--- src/bio_pkg.sv ---
// Shared types, constants and port codes for the board I/O port controller.
package bio_pkg;

  localparam int KEY_FIFO_DEPTH = 16;
  localparam int FIFO_IDX_W     = (KEY_FIFO_DEPTH > 1) ? $clog2(KEY_FIFO_DEPTH) : 1;
  localparam int FIFO_CNT_W     = $clog2(KEY_FIFO_DEPTH + 1);

  typedef enum logic [2:0] {
    OP_PORT_WR = 3'd0,
    OP_PORT_RD = 3'd1,
    OP_KEY     = 3'd2,
    OP_TICK    = 3'd3,
    OP_SERIAL  = 3'd4,
    OP_BUTTON  = 3'd5
  } bio_op_t;

  // forward targets
  localparam logic [2:0] TGT_LEDS   = 3'd0;
  localparam logic [2:0] TGT_LCD    = 3'd1;
  localparam logic [2:0] TGT_SERIAL = 3'd2;
  localparam logic [2:0] TGT_VIDEO  = 3'd3;
  localparam logic [2:0] TGT_SOUND  = 3'd4;

  // port numbers
  localparam logic [7:0] PORT_LEDS      = 8'h00;
  localparam logic [7:0] PORT_LCD       = 8'h10;
  localparam logic [7:0] PORT_VIDEO_LO  = 8'h50;
  localparam logic [7:0] PORT_VIDEO_HI  = 8'h53;
  localparam logic [7:0] PORT_TIMER     = 8'h54;
  localparam logic [7:0] PORT_KEYBOARD  = 8'h55;
  localparam logic [7:0] PORT_SND_ADDR  = 8'h56;
  localparam logic [7:0] PORT_SND_DATA  = 8'h57;
  localparam logic [7:0] PORT_SER_CTRL  = 8'h58;
  localparam logic [7:0] PORT_SER_DATA  = 8'h59;
  localparam logic [7:0] PORT_STATUS    = 8'h5F;

  localparam logic [7:0] CHAR_LF   = 8'h0A;
  localparam logic [7:0] CHAR_CR   = 8'h0D;
  localparam logic [7:0] BYTE_NONE = 8'hFF;

  // status flag bit positions
  localparam int FLAG_KEY    = 0;
  localparam int FLAG_TIMER  = 1;
  localparam int FLAG_SERIAL = 2;

  typedef struct packed {
    logic [2:0] operation;
    logic [7:0] port_address;
    logic [7:0] write_data;
    logic [2:0] button_index;
    logic       button_pressed;
  } bio_in_t;

  typedef struct packed {
    logic [7:0] read_data;
    logic [2:0] irq_status;
    logic       forward_valid;
    logic [2:0] forward_target;
    logic [7:0] forward_register;
    logic [7:0] forward_data;
    logic       external_read;
    logic       input_accepted;
  } bio_out_t;

  typedef struct packed {
    logic       push;
    logic       pop;
    logic [7:0] push_data;
  } fifo_ctl_t;

  typedef struct packed {
    logic       empty;
    logic       full;
    logic       last;
    logic [7:0] head;
  } fifo_sts_t;

endpackage

--- src/bio_key_fifo.sv ---
// Keyboard scancode FIFO: register storage, pointers and fill count.
module bio_key_fifo import bio_pkg::*; (
  input  logic      clk,
  input  logic      rst_n,
  input  fifo_ctl_t ctl,
  output fifo_sts_t sts
);

  logic [7:0]            mem [KEY_FIFO_DEPTH];
  logic [FIFO_IDX_W-1:0] wr_idx_r, wr_idx_nxt;
  logic [FIFO_IDX_W-1:0] rd_idx_r, rd_idx_nxt;
  logic [FIFO_CNT_W-1:0] count_r, count_nxt;

  localparam logic [FIFO_IDX_W-1:0] IDX_LAST = FIFO_IDX_W'(KEY_FIFO_DEPTH - 1);
  localparam logic [FIFO_CNT_W-1:0] CNT_FULL = FIFO_CNT_W'(KEY_FIFO_DEPTH);

  always_comb begin
    wr_idx_nxt = wr_idx_r;
    rd_idx_nxt = rd_idx_r;
    count_nxt  = count_r;
    // push and pop never come in the same beat
    if (ctl.push) begin
      wr_idx_nxt = (wr_idx_r == IDX_LAST) ? '0 : wr_idx_r + 1'b1;
      count_nxt  = count_r + 1'b1;
    end else if (ctl.pop) begin
      rd_idx_nxt = (rd_idx_r == IDX_LAST) ? '0 : rd_idx_r + 1'b1;
      count_nxt  = count_r - 1'b1;
    end
  end

  always_ff @(posedge clk) begin
    if (!rst_n) begin
      wr_idx_r <= '0;
      rd_idx_r <= '0;
      count_r  <= '0;
    end else begin
      wr_idx_r <= wr_idx_nxt;
      rd_idx_r <= rd_idx_nxt;
      count_r  <= count_nxt;
    end
  end

  always_ff @(posedge clk) begin
    if (ctl.push) begin
      mem[wr_idx_r] <= ctl.push_data;
    end
  end

  assign sts.empty = (count_r == '0);
  assign sts.full  = (count_r == CNT_FULL);
  assign sts.last  = (count_r == FIFO_CNT_W'(1));
  assign sts.head  = mem[rd_idx_r];

endmodule

--- src/bio_core.sv ---
// Event decode, port register file and result formation for one beat.
module bio_core import bio_pkg::*; (
  input  logic      clk,
  input  logic      rst_n,
  input  logic      step,
  input  bio_in_t   item,
  input  fifo_sts_t fifo_sts,
  output fifo_ctl_t fifo_ctl,
  output bio_out_t  result
);

  logic [2:0] status_r, status_nxt;
  logic [7:0] timer_ctrl_r, timer_ctrl_nxt;
  logic [7:0] serial_ctrl_r, serial_ctrl_nxt;
  logic [7:0] serial_latch_r, serial_latch_nxt;
  logic [7:0] sound_addr_r, sound_addr_nxt;
  logic [7:0] button_r, button_nxt;
  logic [7:0] ser_rd;

  always_comb begin
    status_nxt       = status_r;
    timer_ctrl_nxt   = timer_ctrl_r;
    serial_ctrl_nxt  = serial_ctrl_r;
    serial_latch_nxt = serial_latch_r;
    sound_addr_nxt   = sound_addr_r;
    button_nxt       = button_r;
    fifo_ctl         = '0;
    fifo_ctl.push_data = item.write_data;
    result           = '0;
    ser_rd           = (serial_latch_r == CHAR_LF) ? CHAR_CR : serial_latch_r;

    unique case (bio_op_t'(item.operation))
      OP_PORT_WR: begin
        priority if (item.port_address == PORT_LEDS) begin
          result.forward_valid  = 1'b1;
          result.forward_target = TGT_LEDS;
          result.forward_data   = item.write_data;
        end else if (item.port_address == PORT_LCD) begin
          result.forward_valid  = 1'b1;
          result.forward_target = TGT_LCD;
          result.forward_data   = item.write_data;
        end else if (item.port_address == PORT_SER_DATA) begin
          if (item.write_data != CHAR_CR) begin
            result.forward_valid  = 1'b1;
            result.forward_target = TGT_SERIAL;
            result.forward_data   = item.write_data;
          end
        end else if (item.port_address >= PORT_VIDEO_LO &&
                     item.port_address <= PORT_VIDEO_HI) begin
          result.forward_valid    = 1'b1;
          result.forward_target   = TGT_VIDEO;
          result.forward_register = item.port_address;
          result.forward_data     = item.write_data;
        end else if (item.port_address == PORT_TIMER) begin
          timer_ctrl_nxt = item.write_data;
        end else if (item.port_address == PORT_SER_CTRL) begin
          serial_ctrl_nxt = item.write_data;
        end else if (item.port_address == PORT_SND_ADDR) begin
          sound_addr_nxt = item.write_data;
        end else if (item.port_address == PORT_SND_DATA) begin
          result.forward_valid    = 1'b1;
          result.forward_target   = TGT_SOUND;
          result.forward_register = sound_addr_r;
          result.forward_data     = item.write_data;
        end else begin
        end
      end
      OP_PORT_RD: begin
        priority if (item.port_address == PORT_VIDEO_LO) begin
          result.external_read = 1'b1;
        end else if (item.port_address == PORT_LEDS) begin
          result.read_data = button_r;
        end else if (item.port_address == PORT_SER_CTRL) begin
          result.read_data = '0;
        end else if (item.port_address == PORT_STATUS) begin
          result.read_data = {5'b0, status_r};
        end else if (item.port_address == PORT_KEYBOARD) begin
          fifo_ctl.pop     = !fifo_sts.empty;
          result.read_data = fifo_sts.empty ? BYTE_NONE : fifo_sts.head;
          // flag drops once the FIFO is drained
          if (fifo_sts.empty || fifo_sts.last) begin
            status_nxt[FLAG_KEY] = 1'b0;
          end
        end else if (item.port_address == PORT_TIMER) begin
          status_nxt[FLAG_TIMER] = 1'b0;
          result.read_data       = BYTE_NONE;
        end else if (item.port_address == PORT_SER_DATA) begin
          status_nxt[FLAG_SERIAL] = 1'b0;
          serial_latch_nxt        = ser_rd;
          result.read_data        = ser_rd;
        end else begin
          result.read_data = BYTE_NONE;
        end
      end
      OP_KEY: begin
        if (!fifo_sts.full) begin
          fifo_ctl.push         = 1'b1;
          status_nxt[FLAG_KEY]  = 1'b1;
          result.input_accepted = 1'b1;
        end
      end
      OP_TICK: begin
        if (timer_ctrl_r[0]) begin
          status_nxt[FLAG_TIMER] = 1'b1;
        end
      end
      OP_SERIAL: begin
        if (serial_ctrl_r[1:0] == 2'b11 && !status_r[FLAG_SERIAL]) begin
          serial_latch_nxt        = item.write_data;
          status_nxt[FLAG_SERIAL] = 1'b1;
          result.input_accepted   = 1'b1;
        end
      end
      OP_BUTTON: begin
        button_nxt[item.button_index] = !item.button_pressed;
      end
      default: begin
      end
    endcase

    result.irq_status = status_nxt;
    if (!step) begin
      fifo_ctl.push = 1'b0;
      fifo_ctl.pop  = 1'b0;
    end
  end

  always_ff @(posedge clk) begin
    if (!rst_n) begin
      status_r       <= '0;
      timer_ctrl_r   <= '0;
      serial_ctrl_r  <= '0;
      serial_latch_r <= '0;
      sound_addr_r   <= '0;
      button_r       <= 8'hFF;
    end else if (step) begin
      status_r       <= status_nxt;
      timer_ctrl_r   <= timer_ctrl_nxt;
      serial_ctrl_r  <= serial_ctrl_nxt;
      serial_latch_r <= serial_latch_nxt;
      sound_addr_r   <= sound_addr_nxt;
      button_r       <= button_nxt;
    end
  end

endmodule

--- src/board_io_port_controller.sv ---
// Board I/O port controller: input register, event logic, result register.
// An accepted beat is held in the input register, then in the result register.
// One beat per cycle unless out_ready stalls; state update is one decode pass.
// in_ready stays high while the result register is free or being emptied.
// Reset (rst_n low, synchronous) empties both stages, clears the status, control
// and latch registers and the keyboard FIFO, and sets all buttons released.
module board_io_port_controller import bio_pkg::*; (
  input  logic     clk,
  input  logic     rst_n,
  input  logic     in_valid,
  output logic     in_ready,
  input  bio_in_t  in_data,
  output logic     out_valid,
  input  logic     out_ready,
  output bio_out_t out_data
);

  logic      s1_valid_r;
  bio_in_t   s1_item_r;
  logic      out_valid_r;
  bio_out_t  out_item_r;
  logic      advance;
  logic      step;
  bio_out_t  result;
  fifo_ctl_t fifo_ctl;
  fifo_sts_t fifo_sts;

  assign advance  = !out_valid_r || out_ready;
  assign step     = s1_valid_r && advance;
  assign in_ready = !s1_valid_r || advance;

  always_ff @(posedge clk) begin
    if (!rst_n) begin
      s1_valid_r  <= 1'b0;
      out_valid_r <= 1'b0;
    end else begin
      if (in_ready) begin
        s1_valid_r <= in_valid;
      end
      if (step) begin
        out_valid_r <= 1'b1;
      end else if (out_ready) begin
        out_valid_r <= 1'b0;
      end
    end
  end

  always_ff @(posedge clk) begin
    if (in_valid && in_ready) begin
      s1_item_r <= in_data;
    end
    if (step) begin
      out_item_r <= result;
    end
  end

  bio_core u_core (
    .clk      (clk),
    .rst_n    (rst_n),
    .step     (step),
    .item     (s1_item_r),
    .fifo_sts (fifo_sts),
    .fifo_ctl (fifo_ctl),
    .result   (result)
  );

  bio_key_fifo u_fifo (
    .clk   (clk),
    .rst_n (rst_n),
    .ctl   (fifo_ctl),
    .sts   (fifo_sts)
  );

  assign out_valid = out_valid_r;
  assign out_data  = out_item_r;

endmodule

--- config.mk ---
export PLATFORM = sky130hd
export DESIGN_NAME = board_io_port_controller
export DESIGN_NICKNAME = d
export VERILOG_FILES = /design/src/bio_pkg.sv /design/src/bio_key_fifo.sv /design/src/bio_core.sv /design/src/board_io_port_controller.sv
export SDC_FILE = /design/constraint.sdc
export NUM_CORES = 1
export LEC_CHECK = 0
export BUFFER_PORTS_ARGS = -buffer_cell sky130_fd_sc_hd__buf_2
export CAP_MARGIN = 20
export CORE_AREA = 2 2 138 140
export DETAILED_ROUTE_END_ITERATION = 12
export DIE_AREA = 0 0 140 142
export GPL_TIMING_DRIVEN = 0
export PLACE_DENSITY_LB_ADDON = 0.15
export SLEW_MARGIN = 40
export SYNTH_ARGS = -nofsm -noshare
export SYNTH_HDL_FRONTEND = slang
export SYNTH_SLANG_ARGS = --single-unit
--- constraint.sdc ---
create_clock -name clk -period 3 [get_ports clk]
set_clock_uncertainty 0.05 [all_clocks]
set_input_delay 0.15 -clock clk [delete_from_list [all_inputs] [get_ports clk]]
set_output_delay 0.15 -clock clk [all_outputs]
set_load 0.01 [all_outputs]
==> impl_metrics.ini, run 1 <==
[cts]
clockBufferDepth = 3
cts_tree = yes
htree_levels = 1
clock_latency_ps = 510
postCtsSetupRepairBufs = 0
root_buffer = clkbuf_16
cts_sinks = 233
numCtsBuffers = 24
path_clk_slew_ps = 60

[logic_synthesis]
ys_warn_count = 0
synth_area_leaders = edfxtp_1 (58%), dfxtp_1 (10%), mux4_2 (4.7%)
yosysTopAreaCellShare_pct = 57.72
netlist_area_mm2 = 0.009573
ys_seq_elements = 233
post_synth.cell_area_avg_um2 = 14.73
synthesis.nets = 686
seq_area_frac_synth_pct = 67.96
synthArstFlopShare_pct = 0
syn_inst = 650
netlist.top_cell.by_area = edfxtp_1
synth-edff-count = 184
ys.flop_type = edfxtp_1
ys_types = 62

[worst_setup_path]
cp_top_family = simple AND/OR/NAND/NOR gates
path_buf_inv = 1
cp.arrival_ps = 3080
crit_chain = or3b_4, a2111oi_4, buf_6, nand2_1, nor3_2
cp-end-kind = flop
required_ps = 3080
cp_slowest_cell = nor3_2
critPathKind = reg -> reg
path_max_fanout = 10
critPathLaunchType = flop
slowest_delay_ps = 690

[detailed_routing]
ant_nets = 0
drcViolationCount = 2
drtPass1Iterations = 9
vias = 5931
wl_per_cell_um = 21.05
routed_wl_um = 21430
dr.first_iter.drc_count = 681
via_per_inst = 5.826

[pwr]
power_leakage_nw = 3.839
total_power_w = 0.006777
pwr_density_cell_mw_per_mm2 = 597.4
ir_drop_uv = 369.4

[floorplanning]
die_x_um = 140
dieArea_mm2 = 0.01988
core_mm2 = 0.01846
die_height_um = 142
initial_core_util_pct = 51.87
ios = 62
rows = 50

[timing]
fin_crit_sh_pct = 99.99
finalSetupTns_ps = 0
rsz0062_at_grt = true
min_period_ps = 3000
worst_slew_pin_slew_ps = 932.0
setup_violations = 0
report.final.slew_viol_count = 0
fmax_ghz = 0.3334
fin_ws_ps = 0.4017
hold_viol = 0
whs_ps = 295.1
maxSlewHeadroom_pct = 37.29

[place]
hpwl_um = 14420
gp_congestion = 0.9026
place_ws_ps = 29.53
portBuffers = 61

[final_layout]
drive_above_1_share_pct = 24.87
final_cell_mix = edfxtp_1 (184), buf_2 (69), dfxtp_1 (49)
multi_input_area_mm2 = 0.002972
fillerInstances = 1348
n_antenna_cell = 0
nets = 802
layout_commonest_cell = edfxtp_1
syn2layout_area_growth_pct = 18.51
regArea_mm2 = 0.006506

[run_status]
violations = DRC
status = complete, but fails checks

[global_routing]
grt_pass1_wl_um = 32940
grt_pass1_vias = 5983
grt_use_total_pct = 21.61
grt_start_max_net_pins = 38
antenna_found_initial = 0
gr-total-overflow = 0

[worst_hold_path]
hp-class = in -> reg

[job]
drv_cap = 0
## cells by family after synthesis
| family | after synthesis | share of synthesized area, % |
|---|---|---|
| compound gates | 101 | 7.032 |
| xor+xnor | 4 | 0.3660 |
| fa+ha+maj | 9 | 1.176 |
| buf+inv | 40 | 1.791 |
| flops | 233 | 67.96 |
| mux | 73 | 10.67 |
| simple gates | 190 | 11.01 |
## area by class of cell
class,instances,area share (%)
clock buffers,33,5.956
flip-flops and latches,233,57.35
plain buffers,28,1.114
well taps,234,2.581
multi-input cells,377,26.19
repair buffers,90,5.316
inverters,12,0.4081
clock inverters,11,1.081
## per-layer routing
metal  GRT usage (%)  up-vias  wire (um)
li1                -     2756          -
met1           30.87     2950       9340
met2           34.98      184      10410
met3           2.961       41       1171
met4           6.858        0        514
met5               0        -          0
## where the power goes
group | switching [W] | leakage [nW] | internal (W)
logic | 0.000127 | 1.38 | 0.0000877
clock network | 0.00115 | 0.389 | 0.00182
registers | 0.0000538 | 2.07 | 0.00353
## per-stage QoR
stage | util [%] | instances | area [um2]
2_1_floorplan | - | 650 | 9573
3_3_place_gp | 55.11 | 945 | 10170
3_5_place_dp | 55.35 | 946 | 10210
4_1_cts | 61.08 | 1016 | 11270
5_1_grt | 61.47 | 1018 | 11340
6_report | 61.47 | 1018 | 11340
## worst paths after layout
kind / startpoint / to / cells past startpoint / slack, ps
min reg2reg: u_core.sound_addr_r[7] / u_core.sound_addr_r[7] / 2 / 430
min: in_data[2] / s1_item_r[2] / 2 / 300
max: s1_item_r[20] / u_fifo.mem[2][3] / 5 / 0.4
max reg2reg: s1_item_r[20] / u_fifo.mem[2][3] / 5 / 0.4
## cells in the mapped netlist (3+ instances only)
master,count
nor4b_1,3
o211ai_1,6
nor2b_1,3
nand2b_1,11
inv_1,12
edfxtp_1,184
mux2i_1,21
o21ai_0,13
ha_1,9
o22ai_1,14
nor3_1,18
buf_1,5
mux2_2,32
a21oi_1,34
and2_1,15
o311ai_0,3
a2bb2oi_1,6
nand3_1,6
nor2_1,57
a31oi_1,3
nand2_1,33
nor3b_1,3
mux4_2,20
or2_2,3
a211oi_1,4
o221a_2,3
or3_1,4
dfxtp_1,49
clkbuf_1,13
nand3b_1,3
buf_2,8
a32oi_1,5
xor2_1,3
nor4_1,6
## registers in the layout (all words and copies together), names as in the netlist, named ones only
signal,count
u_core.timer_ctrl_r,1
out_data,33
out_valid,1
u_fifo.count_r,5
u_core.sound_addr_r,8
s1_item_r,23
s1_valid_r,1
u_core.serial_latch_r,8
u_fifo.mem,128
u_core.serial_ctrl_r,2
u_core.button_r,8
u_core.status_r,3
u_fifo.rd_idx_r,4
u_fifo.wr_idx_r,4
## what timing repair did
action,in CTS,in global routing
gates resized for setup,0,6
hold endpoints to repair,28,0
setup endpoints to repair,0,64
hold buffers,26,0
Note: power is estimated with default switching activity, not from simulation.
==> run 2: changes to the inputs <==
--- a/config.mk
+++ b/config.mk
@@ -7,9 +7,9 @@
 export LEC_CHECK = 0
 export BUFFER_PORTS_ARGS = -buffer_cell sky130_fd_sc_hd__buf_2
 export CAP_MARGIN = 20
-export CORE_AREA = 2 2 138 140
+export CORE_AREA = 2 2 132 146
 export DETAILED_ROUTE_END_ITERATION = 12
-export DIE_AREA = 0 0 140 142
+export DIE_AREA = 0 0 134 148
 export GPL_TIMING_DRIVEN = 0
 export PLACE_DENSITY_LB_ADDON = 0.15
 export SLEW_MARGIN = 40
==> run 2 against run 1 <==
Compared with the run above:
- the run now ends clean
- count of clock-buffer cells in the layout is 6 lower
- clock power is 5% lower
- total power is 2.0% lower
- sequential cell count stayed put
- register-to-register slack better by 80 ps
- hold slack worse by 280 ps
- maximum frequency is 2.9% higher
- via count is 0.59% lower
- design area hardly changed
- critical path depth is 2 higher
- highest routed layer unchanged
==> impl_metrics.ini, run 2 (synthesis results as in run 1) <==
[final_layout]
final_cells = 1027
n_antenna_cell = 0
layout_commonest_cell = edfxtp_1
fillerInstances = 1387
top_register = u_fifo.mem
drive_above_1_share_pct = 25.77
fin_util_pct = 62.03
nets = 804
largest_reg_flops = 128
syn2layout_area_growth_pct = 18.47
final_cell_mix = edfxtp_1 (184), buf_2 (69), dfxtp_1 (49)

[place]
hpwl_um = 14530
place_ws_ps = -2.743
dp_cells = 955
gp_congestion = 0.9096
portBuffers = 61

[floorplanning]
ios = 62
initial_core_util_pct = 52.36
dieArea_mm2 = 0.01983
die_x_um = 134
die_height_um = 148
core_mm2 = 0.01828
rows = 52

[worst_setup_path]
crit_chain = inv_1, ha_1, and2_1, a2111oi_4, buf_6, nand2_1, nor2_1
required_ps = 3070
cp_slowest_cell = nor2_1
slowest_delay_ps = 610
path_max_fanout = 10
critPathKind = reg -> reg
reg2reg_slack_ps = 80
cp-end-kind = flop
critPathLaunchType = flop
cp.arrival_ps = 2980

[timing]
maxSlewHeadroom_pct = 45.58
fin_crit_sh_pct = 97.18
rsz0062_at_grt = true
min_period_ps = 2916
fmax_ghz = 0.3430
report.final.slew_viol_count = 0
worst_slew_pin_slew_ps = 816.2
hold_viol = 0
fin_ws_ps = 84.45
setup_violations = 0

[detailed_routing]
routed_wl_um = 21730
drcViolationCount = 0
wl_per_cell_um = 21.16
drtPass1Iterations = 5
dr.first_iter.drc_count = 452
ant_nets = 0
vias = 5896
via_per_inst = 5.741

[global_routing]
gr-total-overflow = 0
grt_start_max_net_pins = 38
grt_pass1_vias = 6141
grt_use_total_pct = 22.25
grt_pass1_wl_um = 33730
antenna_found_initial = 0

[cts]
clockBufferDepth = 3
cts_tree = yes
numCtsBuffers = 23
clock_latency_ps = 500
htree_levels = 1
root_buffer = clkbuf_16
path_clk_slew_ps = 60
cts_sinks = 233

[job]
drv_cap = 0

[pwr]
pwr_density_cell_mw_per_mm2 = 585.7
ir_drop_uv = 389.0
power_leakage_nw = 3.847

[worst_hold_path]
hp-class = in -> reg

[run_status]
status = completed
run 2: changes by cell type in the layout (fill, tap and decap cells not counted), sizes merged:
| cell | delta |
|---|---|
| dlygate4sd3 | -1 |
| clkinv | +2 |
| buf | +4 |
| inv | +1 |
| clkbuf | -6 |
run 2: layer usage:
| layer | track usage [%] | routed length [um] |
|---|---|---|
| met1 | 28.28 | 8900 |
| met2 | 38.85 | 11030 |
| met3 | 3.292 | 1176 |
| met4 | 8.191 | 618 |
| met5 | 0 | 0 |
run 2: timing repair:
item                       4_1_cts  5_1_grt
setup buffers                    0        0
resized for setup                1        9
setup endpoints to repair        8       80
hold buffers                    25        0
hold endpoints to repair        29        0
run 2: worst paths after layout:
path | from | endpoint | cells past startpoint
worst max-delay path | u_fifo.count_r[0] | u_fifo.mem[13][1] | 7
worst min-delay path | out_ready | out_valid | 3
worst max register to register | u_fifo.count_r[0] | u_fifo.mem[13][1] | 7
worst min register to register | u_core.sound_addr_r[2] | u_core.sound_addr_r[2] | 2
run 2: power by group:
group          internal [W]  switching (W)
Combinational     0.0000919       0.000133
Sequential          0.00353      0.0000497
Clock               0.00169        0.00115
run 2: critical path, delay by kind of cell (launching register included):
kind | cells | cell delay [ps]
AND/OR/NAND/NOR | 3 | 960
buffers and inverters | 2 | 330
adder cells (fa/ha/maj) | 1 | 240
AO/OA/AOI/OAI | 1 | 550
flip-flops | 1 | 400
run 2: per-stage QoR:
stage,cell area (um2),total power (W),hold slack [ps],setup TNS (ps)
floorplan,9573,0.003732,198.9,0
global placement,10180,0.003827,275.9,-8720
detailed placement,10220,0.003836,278.1,-16.28
CTS,11220,0.006680,9.571,0
global route,11340,0.006857,63.13,-1431
finish,11340,0.006642,14.19,0
run 2: final cells by class:
| cell class | count | area, um2 | area share [%] |
|---|---|---|---|
| well taps | 243 | 304.0 | 2.681 |
| clock buffers | 27 | 600.6 | 5.296 |
| multi-input cells | 377 | 2974 | 26.22 |
| flip-flops and latches | 233 | 6506 | 57.37 |
| clock inverters | 14 | 142.6 | 1.258 |
| plain buffers | 28 | 126.4 | 1.114 |
| inverters | 12 | 45.04 | 0.3972 |
| repair buffers | 93 | 641.9 | 5.660 |
==> run 3: changes to the inputs <==
--- a/config.mk
+++ b/config.mk
@@ -7,9 +7,9 @@
 export LEC_CHECK = 0
 export BUFFER_PORTS_ARGS = -buffer_cell sky130_fd_sc_hd__buf_2
 export CAP_MARGIN = 20
-export CORE_AREA = 2 2 132 146
+export CORE_AREA = 2 2 159 122
 export DETAILED_ROUTE_END_ITERATION = 12
-export DIE_AREA = 0 0 134 148
+export DIE_AREA = 0 0 161 124
 export GPL_TIMING_DRIVEN = 0
 export PLACE_DENSITY_LB_ADDON = 0.15
 export SLEW_MARGIN = 40
==> run 3 against run 2 <==
Compared with the run above:
- the run now ends with setup timing left
- total power is 2.9% lower
- non-clock buffer count stayed put
- first-iteration DRC count is 34% higher
- combinational power is 3% higher
- clock power is 7.0% lower
- largest power group unchanged
- sequential share of layout area is 0.32 points higher
- core utilization is 0.38 points lower
- hold slack better by 290 ps
==> impl_metrics.ini, run 3 (synthesis results as in run 1) <==
[run_status]
status = complete, but fails checks
violations = setup timing

[detailed_routing]
drtPass1Iterations = 5
vias = 6032
wl_per_cell_um = 20.95
drcViolationCount = 0
dr.first_iter.drc_count = 607
routed_wl_um = 21580
via_per_inst = 5.856
ant_nets = 0

[floorplanning]
die_x_um = 161
rows = 43
ios = 62
initial_core_util_pct = 52.33
dieArea_mm2 = 0.01996
die_height_um = 124
core_mm2 = 0.01829

[cts]
postCtsSetupRepairBufs = 0
root_buffer = clkbuf_16
cts_tree = yes
clock_latency_ps = 500
htree_levels = 1
clockBufferDepth = 3
numCtsBuffers = 23
cts_sinks = 233
path_clk_slew_ps = 60

[worst_setup_path]
r2r-end = u_fifo.mem[1][2]
r2r_cells = 5
critPathLaunchType = flop
cp-end-kind = flop
reg2reg_slack_ps = -40
critPathKind = reg -> reg
cp.arrival_ps = 3110
required_ps = 3080
crit_start = s1_item_r[20]
path_max_fanout = 10
rr_startpoint = s1_item_r[20]

[timing]
worst_slew_pin_slew_ps = 873.5
fin_ws_ps = -36.20
report.final.slew_viol_count = 0
rsz0062_at_grt = true
finalSetupTns_ps = -267.7
hold_viol = 0
min_period_ps = 3036
fin_crit_sh_pct = 101.2
fmax_ghz = 0.3294
whs_ps = 301.7
setup_violations = 11
maxSlewHeadroom_pct = 41.45

[worst_hold_path]
min_delay_worst_endpoint = s1_item_r[9]
hp-class = in -> reg
min-delay-start = in_data[9]
min_path_cells = 2

[place]
gp_congestion = 0.9103
hpwl_um = 14870
dp_cells = 959
portBuffers = 61

[global_routing]
grt_pass1_wl_um = 32570
grt_start_max_net_pins = 38
grt_pass1_vias = 5706
grt_use_total_pct = 21.78
antenna_found_initial = 1
gr-total-overflow = 0

[final_layout]
nets = 804
drive_above_1_share_pct = 25.03
layout_commonest_cell = edfxtp_1
top_register = u_fifo.mem
n_antenna_cell = 0
largest_reg_flops = 128
fillerInstances = 1385
final_cell_mix = edfxtp_1 (184), buf_2 (69), dfxtp_1 (49)
syn2layout_area_growth_pct = 17.80
final_cells = 1030

[pwr]
switchingPower_w = 0.001332
pwr-share-seq_pct = 55.5
pwr_density_cell_mw_per_mm2 = 572.2
intPower_w = 0.005120
power_leakage_nw = 3.795
power_frac_comb_pct = 3.6
clkPwrFrac_pct = 40.9
ir_drop_uv = 460.6
p_sw_share_pct = 20.64

[job]
drv_cap = 0
[run 3: cell count changes in the layout (fill, tap and decap cells not counted), moves of 2 or more]
cell / previous run / this run
clkbuf_1: 16 / 21
bufinv_16: 3 / 1
clkinv_1: 5 / 3
clkinv_2: 5 / 3
clkinvlp_4: 0 / 2
[run 3: what timing repair did]
item / 4_1_cts / 5_1_grt
pin swaps: 0 / 0
resized for setup: 3 / 8
setup endpoints to repair: 13 / 80
endpoints found under the hold margin: 28 / 0
hold buffers: 26 / 0
[run 3: how the worst max path moves through the flow]
stage / endpoint / slack, ps / depth (start not counted)
after global routing: u_fifo.mem[13][0] / -110 / 7
after detailed placement: u_fifo.mem[9][3] / 20 / 5
after floorplan: u_fifo.mem[0][0] / 370 / 6
final: u_fifo.mem[1][2] / -40 / 5
after CTS: u_fifo.mem[1][2] / -0.3 / 5
after global placement: u_fifo.mem[1][4] / -240 / 5
[run 3: stage by stage]
step	utilization [%]	cell area, um2	total power, W	setup WS, ps
3_5_place_dp	55.89	10220	0.003842	20.09
4_1_cts	61.05	11170	0.006481	-0.3209
5_1_grt	61.65	11280	0.006633	-112.2
3_3_place_gp	55.69	10190	0.003832	-243.9
2_1_floorplan	-	9573	0.003732	368.6
6_report	61.65	11280	0.006452	-36.20
[run 3: final cells by class]
type                            instances  area (um2)  area share, %
Timing Repair Buffer                   93       644.4          5.714
Clock inverter                          9       71.32         0.6324
Buffer                                 28       126.4          1.121
Inverter                               12       45.04         0.3994
Clock buffer                           31       605.6          5.370
Multi-Input combinational cell        377        2969          26.33
Tap cell                              247       309.0          2.740
Sequential cell                       233        6506          57.69
[run 3: power groups by stage]
stage	Sequential, W	Clock, W	Combinational, W
2_1_floorplan	0.00365	0	0.0000868
3_3_place_gp	0.00366	0	0.000168
3_5_place_dp	0.00367	0	0.000176
4_1_cts	0.00360	0.00268	0.000202
5_1_grt	0.00358	0.00280	0.000249
6_report	0.00358	0.00264	0.000232
[run 3: per-layer routing]
metal	GRT usage, %	share of wire, %	vias to the layer above
li1	-	-	2759
met2	32.43	43	206
met4	4.464	1.5	2
met5	0	0.060	-
met3	5.927	8.1	35
met1	32.50	47	3030
[run 3: worst max-delay path, stage by stage (launching register included)]
cell and delay, ps:
edfxtp_1 540, or3b_4 470, a2111oi_4 520, buf_6 210, nand2_1 160, nor3_2 700
